`src/rtl/tdia_pkg.sv`:
```
// Shared types and constants for the tuple dedup id assigner.
// Used by the controller, the datapath and the top level.
`default_nettype none

package tdia_pkg;

   // Default sizes for the top level parameters
   localparam int DEFAULT_TABLE_DEPTH = 256;
   localparam int DEFAULT_COMP_WIDTH  = 5;

   // Fixed result id width and tuple makeup
   localparam int ID_W   = 8;
   localparam int N_COMP = 6;

   // Commands from the controller to the datapath
   typedef struct packed {
      logic load;    // latch the key and restart the scan
      logic issue;   // read both tables at the scan address and advance
      logic commit;  // resolve the lookups, update the tables, register the result
   } tdia_cmd_type;

   // Status from the datapath to the controller
   typedef struct packed {
      logic scan_done;  // scan address has passed every stored entry
   } tdia_status_type;

endpackage

`default_nettype wire

```
`src/rtl/tdia_ctrl.sv`:
```
// Controller state machine: sequences load, table scan, drain and commit.
// Depends on tdia_pkg.
`default_nettype none

module tdia_ctrl (
   input  wire logic                       clock,
   input  wire logic                       reset,
   input  wire logic                       start,
   output logic                            busy,
   output logic                            rsp_valid,
   output tdia_pkg::tdia_cmd_type          cmd,
   input  wire tdia_pkg::tdia_status_type  status
);

   import tdia_pkg::*;

   typedef enum logic [1:0] {
      ST_IDLE,
      ST_SCAN,
      ST_DRAIN,
      ST_COMMIT
   } state_type;

   state_type state_ff, state_in;
   logic      rsp_valid_ff;

   // Decode commands from the current state
   assign cmd.load   = (state_ff == ST_IDLE) && start;
   assign cmd.issue  = (state_ff == ST_SCAN) && !status.scan_done;
   assign cmd.commit = (state_ff == ST_COMMIT);

   // Advance through the lookup
   always_comb begin
      state_in = state_ff;
      unique case (state_ff)
         ST_IDLE: begin
            if (start) begin
               state_in = ST_SCAN;
            end
         end
         ST_SCAN: begin
            if (status.scan_done) begin
               state_in = ST_DRAIN;
            end
         end
         ST_DRAIN: begin
            state_in = ST_COMMIT;
         end
         ST_COMMIT: begin
            state_in = ST_IDLE;
         end
         default: begin
            state_in = ST_IDLE;
         end
      endcase
   end

   // Hold state and the result strobe
   always_ff @(posedge clock) begin
      if (reset) begin
         state_ff     <= ST_IDLE;
         rsp_valid_ff <= 1'b0;
      end else begin
         state_ff     <= state_in;
         rsp_valid_ff <= cmd.commit;
      end
   end

   assign busy      = (state_ff != ST_IDLE);
   assign rsp_valid = rsp_valid_ff;

endmodule

`default_nettype wire

```
`config.mk`:
```
export PLATFORM = sky130hd
export DESIGN_NAME = tdia_ctrl
export DESIGN_NICKNAME = d
export VERILOG_FILES = /design/src/rtl/tdia_pkg.sv /design/src/rtl/tdia_ctrl.sv
export SDC_FILE = /design/constraint.sdc
export NUM_CORES = 1
export LEC_CHECK = 0
export BUFFER_PORTS_ARGS = -buffer_cell sky130_fd_sc_hd__buf_4
export CAP_MARGIN = 20
export CORE_AREA = 5 5 42 44
export CTS_BUF_LIST = sky130_fd_sc_hd__clkbuf_4 sky130_fd_sc_hd__clkbuf_8 sky130_fd_sc_hd__clkbuf_16
export DETAILED_ROUTE_END_ITERATION = 6
export DIE_AREA = 0 0 47 49
export GPL_TIMING_DRIVEN = 1
export PLACE_DENSITY_LB_ADDON = 0.3
export SYNTH_ARGS = -nofsm -noshare
export SYNTH_HDL_FRONTEND = slang
export SYNTH_SLANG_ARGS = --single-unit
export TNS_END_PERCENT = 5
```
`constraint.sdc`:
```
create_clock -name clock -period 1.6 [get_ports clock]
set_input_delay 0.08 -clock clock [delete_from_list [all_inputs] [get_ports clock]]
set_output_delay 0.08 -clock clock [all_outputs]
set_load 0.05 [all_outputs]
```
**Yosys cells after proc, flatten, opt, wreduce, memory -nomap -nowiden**

Index checks and enable logic that the tools add are counted.

- Register bits after elaboration: 3
- Input bits: 4
- Output and inout bits: 5
- Word-level logic and storage cells: 16

- Eq/ne operators: 5
- Multiplexer cells: 3
- Reductions and logical operators: 6

Operators by type and width:

| operator | count |
|---|---|
| case mux 2 bit (4 select lines) | 1 |
| equality test 2 bit (second input constant) | 2 |
| 2-to-1 mux 2 bit | 2 |
| != test 2 bit (second input constant) | 2 |
| equality test 2 x 1 -> 1 bit (second input constant) | 1 |
| logical AND 1 bit | 2 |
| zero test 2 bit | 1 |
| AND reduction 2 bit | 1 |
| nonzero test 2 bit | 1 |
| zero test 1 bit | 1 |

**Longest topological paths before layout**

- Word-level depth: 3
- Gate-level depth with buffers: 5
- Mapped depth without buffers: 5

**Worst setup path before layout**

Ideal clock, no wire load.

- Kind: register -> register
- From: register state_ff[1]
- To: register state_ff[0]
- Setup time: 0.087 ns
- Arrival: 1.675 ns
- Data required time: 1.513 ns
- Path slack: -0.163 ns
- Stages on the path, launching flop included: 6
- Path buffers: 0
- Period minus slack after synthesis: 1.763 ns
- Cell sequence: dfxtp_1 -> inv_1 -> ha_1 -> nor2b_1 -> nor2_1 -> o31ai_1

- Cells in the longest elaborated chain, start to end: 3
- Elaborated cells between the ends (all ways): 8
- Those cells by class: eq/ne: 5; mux: 1; reduce/logical: 2

RTL lines:

| what | line | RTL |
|---|---|---|
| start, declared | tdia_ctrl.sv:24 | `state_type state_ff, state_in;` |
| start signal, assigned | tdia_ctrl.sv:64 | `state_ff <= state_in;` |
| equality test 2 x 1 -> 1 bit / zero test 2 bit (equally long branches) | tdia_ctrl.sv:35 | `unique case (state_ff)` |
| != test 2 bit (no line) | n/a |  |
| AND reduction 2 bit (no line) | n/a |  |

Several ways; a longest one is shown, not always the timed one.
A chain may end at the register's enable or synchronous reset.

**Final worst setup path**

- From: register state_ff[0]
- To: register state_ff[1]

Same word-level chain as after synthesis.

==> impl_metrics.py <==
metrics = {
    "clocking": {
        "cts_tree": "done",
        "cts_root_buf": "clkbuf_4",
        "numCtsBuffers": 3,
        "htreeDepth": 1,
        "cts_max_path_buffers": 2,
        "post_cts_buffers": 0,
        "cts_hold_buf": 0,
        "clk_pin_slew_worst_paths_ps": 40,
        "worstSkewPairLatency_ps": 230,
        "cts.repair.resized": 0,
        "cts.sinks": 3,
    },
    "floorplan": {
        "die_h_um": 49,
        "rows": 14,
        "core_mm2": 0.00140,
        "die-area_mm2": 0.00230,
        "start_util_pct": 14.2,
        "num_io_pins": 9,
        "fp.dieW_um": 47,
    },
    "synthesis": {
        "netlist.top_cell.by_area": "ha_1",
        "yosys_warnings": 0,
        "synthCells": 21,
        "seq_area_frac_synth_pct": 30.2,
        "synth_nets": 30,
        "synth_area_leaders": "ha_1, dfxtp_1, nor2b_1",
        "synth_seq_cells": 3,
        "synth_area_um2": 199,
        "synth_top_area_share_pct": 31.4,
        "syn_area_per_cell_um2": 9.47,
        "ys_types": 9,
    },
    "detailed_routing": {
        "drcViolationCount": 0,
        "vias": 182,
        "ant_nets": 0,
        "via_per_inst": 3.64,
        "routed.top_layer": "met3",
        "dr_wl_met2_um": 131,
        "first_pass_iters": 1,
        "wl_met1_um": 203,
        "drt_iter0_drc": 0,
        "wl_per_cell_um": 8.28,
        "routed_wl_um": 414,
        "wl_met3_um": 79,
    },
    "sta": {
        "tns_ps": 0,
        "fin_crit_sh_pct": 91.6,
        "fmax_mhz": 682,
        "hold-worst-slack_ps": 37.6,
        "skew_ps": 0.822,
        "timing.final.crit_period_ps": 1470,
        "worst_pin_slew_ps": 199,
        "drv_slew": 0,
        "setup_violations": 0,
        "finalWorstSetupSlack_ps": 134,
        "grt_setup_unrepaired": "no",
        "slew_headroom_pct": 86.6,
        "hold_viol_final": 0,
    },
    "worst_setup_path": {
        "crit_arrival_ps": 1610,
        "crit_fanout": 4,
        "critPathLaunchType": "flop",
        "critPathKind": "flop to flop",
        "cp_data_required_time_ps": 1740,
        "crit_path_end_kind": "flop",
    },
    "global_routing": {
        "overflow": 0,
        "grt_max_degree": 6,
        "antenna_found_initial": 0,
        "track_usage_pct": 4.99,
        "grt_pass1_wl_um": 745,
        "grt_pass1_vias": 176,
    },
    "cells_and_area": {
        "n_antenna_cell": 0,
        "final_cells": 50,
        "area_growth_pct": 60.4,
        "nets": 44,
        "multi_input_area_um2": 130,
        "seq_area_um2": 60.1,
        "fillCellCount": 169,
        "utilization_pct": 22.8,
        "final_layout_size_suffix_gt1_share_pct": 41.2,
    },
    "place": {
        "portBuffers": 8,
        "gp_congestion": 0.697,
        "dp_slack_ps": 137,
        "hpwlAfterDp_um": 333,
        "dp.cells": 46,
    },
    "hold_path": {
        "hp-class": "input port to flop",
    },
    "outcome": {
        "status": "complete, no violations",
    },
    "power": {
        "p_per_area_mw_per_mm2": 2220,
        "worst_ir_drop_vdd_v": 0.000727,
        "leakagePower_nw": 0.159,
    },
    "job": {
        "maxCapViolCount": 0,
    },
}
## per-layer routing
layer  vias up  global-route usage, %
met1        75                   5.91
li1         96                      -
met2        11                   4.98
met3         0                   7.01
met4         0                   1.38
met5         -                      0
## logic make-up (layout without fill, tap and decap cells)
kind of cell	after synthesis	after routing	synth area share (%)
AND/OR/NAND/NOR	8	8	25.2
flip-flops	3	3	30.2
buffers and inverters	3	16	5.66
AO/OA/AOI/OAI	2	2	7.54
adder cells (fa/ha/maj)	5	5	31.4
## final cells by class
type | instances | share of cell area (%)
multi-input cells | 15 | 40.8
repair buffers | 9 | 21.2
flip-flops and latches | 3 | 18.8
clock buffers | 4 | 9.41
well taps | 16 | 6.27
inverters | 3 | 3.53
## sequential cells by signal, indices dropped and copies added (netlist names)
name	count
rsp_valid	1
state_ff	2
## metrics by stage
step / total power [mW] / area (µm²)
after detailed placement: 0.564 / 289
after CTS: 0.720 / 319
after floorplan: 0.434 / 201
final: 0.708 / 319
after global routing: 0.778 / 319
after global placement: 0.564 / 289
## cells in the final DEF, fill, tap and decap left out
cell	count
nor2b_1	2
and2_1	1
buf_4	9
o31ai_1	2
ha_1	5
dfxtp_1	3
inv_1	3
or4_1	1
clkbuf_4	4
or4b_1	1
nor2_1	2
nor2b_2	1
## worst max-delay path, stage by stage (launching register included)
cell	delay, ps
dfxtp_1	360
inv_1	100
ha_1	230
nor2b_1	150
or4b_1	460
o31ai_1	80
## power breakdown
| part | leakage, nW | internal [mW] | switching, mW |
|---|---|---|---|
| clock | 0.0184 | 0.110 | 0.0392 |
| combinational | 0.116 | 0.157 | 0.282 |
| sequential | 0.0246 | 0.103 | 0.0180 |
| total | 0.159 | 0.370 | 0.339 |
## cells in the mapped netlist
cell	n
inv_1	3
nor2_1	2
o31ai_1	2
ha_1	5
or4_1	1
nor2b_1	3
and2_1	1
or4b_1	1
dfxtp_1	3
## path summary, 6_finish.rpt
path | cells past startpoint | startpoint | end | slack, ps
min reg2reg | 2 | state_ff[1]$_SDFFE_PP0P_ | state_ff[1]$_SDFFE_PP0P_ | 580
max | 5 | state_ff[0]$_SDFFE_PP0P_ | state_ff[1]$_SDFFE_PP0P_ | 130
max reg2reg | 5 | state_ff[0]$_SDFFE_PP0P_ | state_ff[1]$_SDFFE_PP0P_ | 130
min | 2 | reset | rsp_valid$_SDFF_PP0_ | 40
Note: power is estimated with default switching activity, not from simulation.
